`config.mk`:
```
export PLATFORM = sky130hd
export DESIGN_NAME = gnpc_ctrl
export DESIGN_NICKNAME = d
export VERILOG_FILES = /design/src/hdl/gnpc_pkg.sv /design/src/hdl/gnpc_ctrl.sv
export SDC_FILE = /design/constraint.sdc
export NUM_CORES = 1
export LEC_CHECK = 0
export BUFFER_PORTS_ARGS = -buffer_cell sky130_fd_sc_hd__buf_2
export CORE_AREA = 2 2 39 41
export CTS_BUF_LIST = sky130_fd_sc_hd__clkbuf_8
export CTS_CLUSTER_SIZE = 20
export DETAILED_ROUTE_END_ITERATION = 8
export DIE_AREA = 0 0 41 43
export PLACE_DENSITY = 0.37
export SLEW_MARGIN = 25
export SYNTH_ARGS = -nofsm -noshare
export SYNTH_HDL_FRONTEND = slang
export SYNTH_SLANG_ARGS = --single-unit
```
`constraint.sdc`:
```
create_clock -name clk -period 2.1 [get_ports clk]
set_input_delay 0.21 -clock clk [delete_from_list [all_inputs] [get_ports clk]]
set_output_delay 0.21 -clock clk [all_outputs]
set_load 0.02 [all_outputs]
```
`src/hdl/gnpc_pkg.sv`:
```
// ----------------------------------------------------------------------------
// gnpc_pkg
// Shared types and codes for the greedy nearest point chain block.
// ----------------------------------------------------------------------------
package gnpc_pkg;

  localparam int REQ_W  = 2;
  localparam int XY_W   = 12;
  localparam int RANK_W = 8;
  localparam int IDXO_W = 8;
  localparam int STS_W  = 2;

  localparam logic [REQ_W-1:0] REQ_LOAD = 2'd0;
  localparam logic [REQ_W-1:0] REQ_NEW  = 2'd1;
  localparam logic [REQ_W-1:0] REQ_ADD  = 2'd2;

  localparam logic [STS_W-1:0] STS_OK    = 2'd0;
  localparam logic [STS_W-1:0] STS_EMPTY = 2'd1;
  localparam logic [STS_W-1:0] STS_FULL  = 2'd2;

  typedef struct packed {
    logic [REQ_W-1:0]  req_type;
    logic [XY_W-1:0]   point_x;
    logic [XY_W-1:0]   point_y;
    logic [RANK_W-1:0] random_rank;
  } in_req_t;

  typedef struct packed {
    logic [XY_W-1:0]   chosen_x;
    logic [XY_W-1:0]   chosen_y;
    logic [IDXO_W-1:0] chosen_index;
    logic [STS_W-1:0]  status;
  } out_res_t;

  typedef enum logic [1:0] {
    ST_IDLE,
    ST_SCAN,
    ST_DONE
  } state_t;

  typedef struct packed {
    logic accept;
    logic scan;
    logic commit;
  } dp_cmd_t;

  typedef struct packed {
    logic scan_done;
    logic out_free;
  } dp_sts_t;

endpackage

```
`src/hdl/gnpc_ctrl.sv`:
```
// ----------------------------------------------------------------------------
// gnpc_ctrl
// Request sequencer: accepts one request, runs the store scan for add
// requests, then commits the result into the output register.
// ----------------------------------------------------------------------------
module gnpc_ctrl (
  input  logic                    clk,
  input  logic                    rst_n,
  input  logic                    in_valid,
  output logic                    in_stall,
  input  logic [gnpc_pkg::REQ_W-1:0] req_type,
  input  gnpc_pkg::dp_sts_t       sts,
  output gnpc_pkg::dp_cmd_t       cmd
);
  import gnpc_pkg::*;

  state_t state_r, state_nxt;

  always_ff @(posedge clk) begin
    if (!rst_n) begin
      state_r <= ST_IDLE;
    end else begin
      state_r <= state_nxt;
    end
  end

  always_comb begin
    state_nxt  = state_r;
    cmd        = '0;
    in_stall   = 1'b1;
    case (state_r)
      ST_IDLE: begin
        in_stall = 1'b0;
        if (in_valid) begin
          cmd.accept = 1'b1;
          state_nxt  = (req_type == REQ_ADD) ? ST_SCAN : ST_DONE;
        end
      end
      ST_SCAN: begin
        cmd.scan = 1'b1;
        if (sts.scan_done) begin
          state_nxt = ST_DONE;
        end
      end
      ST_DONE: begin
        if (sts.out_free) begin
          cmd.commit = 1'b1;
          state_nxt  = ST_IDLE;
        end
      end
      default: begin
        state_nxt = ST_IDLE;
      end
    endcase
  end

endmodule

```
==> results.toml <==
[outcome]
status = "finished clean"

[critical_path]
cp_top_family = "simple AND/OR/NAND/NOR gates"
worst-path-stages = 3
crit_type = "register to primary output"
arrival_ns = 1.11
reg2reg_depth = 3
crit_slowest_cell = "dfxtp_1"
cp-end-kind = "primary output"
slowest_delay_ns = 0.34
setup.worst_path.start = "state_r[1]"
regToRegEndpoint = "state_r[0]"
critPathMaxFanout = 6
critical_path_required_ns = 1.89
reg2reg_from = "state_r[0]"
regToRegSetupSlack_ns = 1.13
start_kind = "register"
crit_chain = "or2_2, nor2_1, buf_2"
crit_end = "cmd[2]"
cp_num_buf_inv = 1

[clock_tree]
cts_hold_buf = 0
numCtsBuffers = 3
clkSinkCount = 2
cts_tree = "built"
insertion_delay_ns = 0.21
cts_setup_buffers = 0
post_cts_resized = 0
clock_path_buffers = 2
clkTransAtPathRegs_ns = 0.03
cts_max_level = 1
cts_root_buffer = "clkbuf_8"

[routing]
routed_wl_microns = 414
drc = 0
post_drt_wl_per_cell_microns = 9.00
wl_met2_microns = 132
viasPerCell = 3.43
topRoutingLayerUsed = "met4"
first_pass_iters = 2
vias = 158
wl_met3_microns = 75
wl_met1_microns = 200
first_iter_violations = 1
antenna_left = 0

[cells_and_area]
finalInstanceArea_sq_um = 244
top_register = "state_r"
nets = 39
largest_reg_flops = 2
reg.largest.list = "state_r x2"
n_antenna_cell = 0
area_growth_pct = 84.0
drive_gt1_share_pct = 53.3

[timing]
fin_tns_setup_ns = 0
tightest_slew_ns = 0.250
finalCriticalPeriod_ns = 1.32
skew_ns = 0.0000576
hold_viol = 0
finalCritPeriodShare_pct = 62.8
finalSetupViolCount = 0
fmax_mhz = 758
drv_slew = 0
hold_ws_ns = 0.239
rsz0062_at_grt = "false"
relSlewSlack_pct = 83.1

[synthesis]
ys_warn_count = 0
synth_seq_cells = 2
synthTopCellsByArea = "dfxtp_1 (30%), a21oi_1 (11%), nor3b_2 (9.4%), inv_1 (8.5%), and3b_2 (7.5%)"
synth_area_leader_cell = "dfxtp_1"
synth.avg_cell_area_sq_um = 7.80
synth_top_area_share_pct = 30.2
ys_seq_area_share_pct = 30.2
postSynthNetCount = 24
synthesis.area_sq_um = 133
synthCells = 17
synth_cell_types = 12

[grt]
grt-ovfl-total = 0
antenna_found_initial = 0
grt_usage_pct = 5.81
grt_max_degree = 9
grt_first_pass_wirelength_microns = 565
grt_pass1_vias = 158

[job]
cap_violations = 0

[die]
start_util_pct = 9.58
fp.dieArea_sq_um = 1760
io_pins = 11
fp.dieW_microns = 41
die_y_microns = 43
num_rows = 14
coreArea_sq_um = 1380

[placement]
portBuffers = 10
place_area_sq_um = 203
place.gp.congestion = 0.634

[pwr]
powerDensity_nw_per_um2 = 936
leakagePower_nw = 0.132
ir_worst_vdd_uv = 159

[worst_hold_path]
hold_path.class = "primary input to register"
worst_hold_path.num_cells = 3
metal layers:
metal | track usage (%) | vias to the layer above
met5 | 0 | -
met4 | 10.0 | 0
met3 | 4.19 | 2
met2 | 5.63 | 11
met1 | 5.43 | 61
li1 | - | 84
worst min-delay path, cell delays in order:
cell	delay, ns
buf_2	0.10
nand2_1	0.05
a21oi_1	0.03
placed cells by master, fill, tap and decap left out:
cell type,instances
o21ai_0,1
nor3b_2,1
dfxtp_1,2
nor2_1,1
and3b_2,1
buf_2,10
clkbuf_8,3
a211o_1,1
nand2_1,1
inv_1,3
a21oi_1,3
nor2b_1,1
nor4bb_1,1
or2_2,1
how the worst min path moves through the flow:
stage,start,endpoint,slack [ns]
floorplan,rst_n,state_r[1],0.33
global route,rst_n,state_r[1],0.26
CTS,rst_n,state_r[1],0.23
detailed placement,rst_n,state_r[1],0.45
finish,rst_n,state_r[1],0.24
global placement,rst_n,state_r[1],0.46
cells by family (layout without fill, tap and decap cells):
family                 after synthesis  after routing  share of synthesized area [%]
and+or+nand+nor                      7              7                           39.6
AOI/OAI and AO/OA                    5              5                           21.7
buffers and inverters                3             16                           8.49
DFF                                  2              2                           30.2
Yosys cell counts (all sizes together):
library cell,count
a211o,1
a21oi,3
and3b,1
dfxtp,2
inv,3
nand2,1
nor2,1
nor2b,1
nor3b,1
nor4bb,1
o21ai,1
or2,1
cell type report:
class | instances | area (sq um)
Fill cell | 161 | 1140
Multi-Input combinational cell | 12 | 81.3
Timing Repair Buffer | 10 | 50.0
Clock buffer | 3 | 41.3
Sequential cell | 2 | 40.0
Tap cell | 16 | 20.0
Inverter | 3 | 11.3
through the flow:
step | cells | power, W | utilization, % | setup WS (ns)
2_1_floorplan | 17 | 0.0000644 | - | 0.892
3_3_place_gp | 43 | 0.0000790 | 14.6 | 1.01
3_5_place_dp | 43 | 0.0000785 | 14.6 | 1.00
4_1_cts | 46 | 0.000236 | 17.6 | 0.773
5_1_grt | 46 | 0.000241 | 17.6 | 0.713
6_report | 46 | 0.000228 | 17.6 | 0.781
power by group:
part,internal [W],switching (W)
logic,0.0000155,0.0000175
clock network,0.000121,0.0000294
registers,0.0000409,0.00000373
total,0.000178,0.0000507
Power figures use the tool's default switching activity.
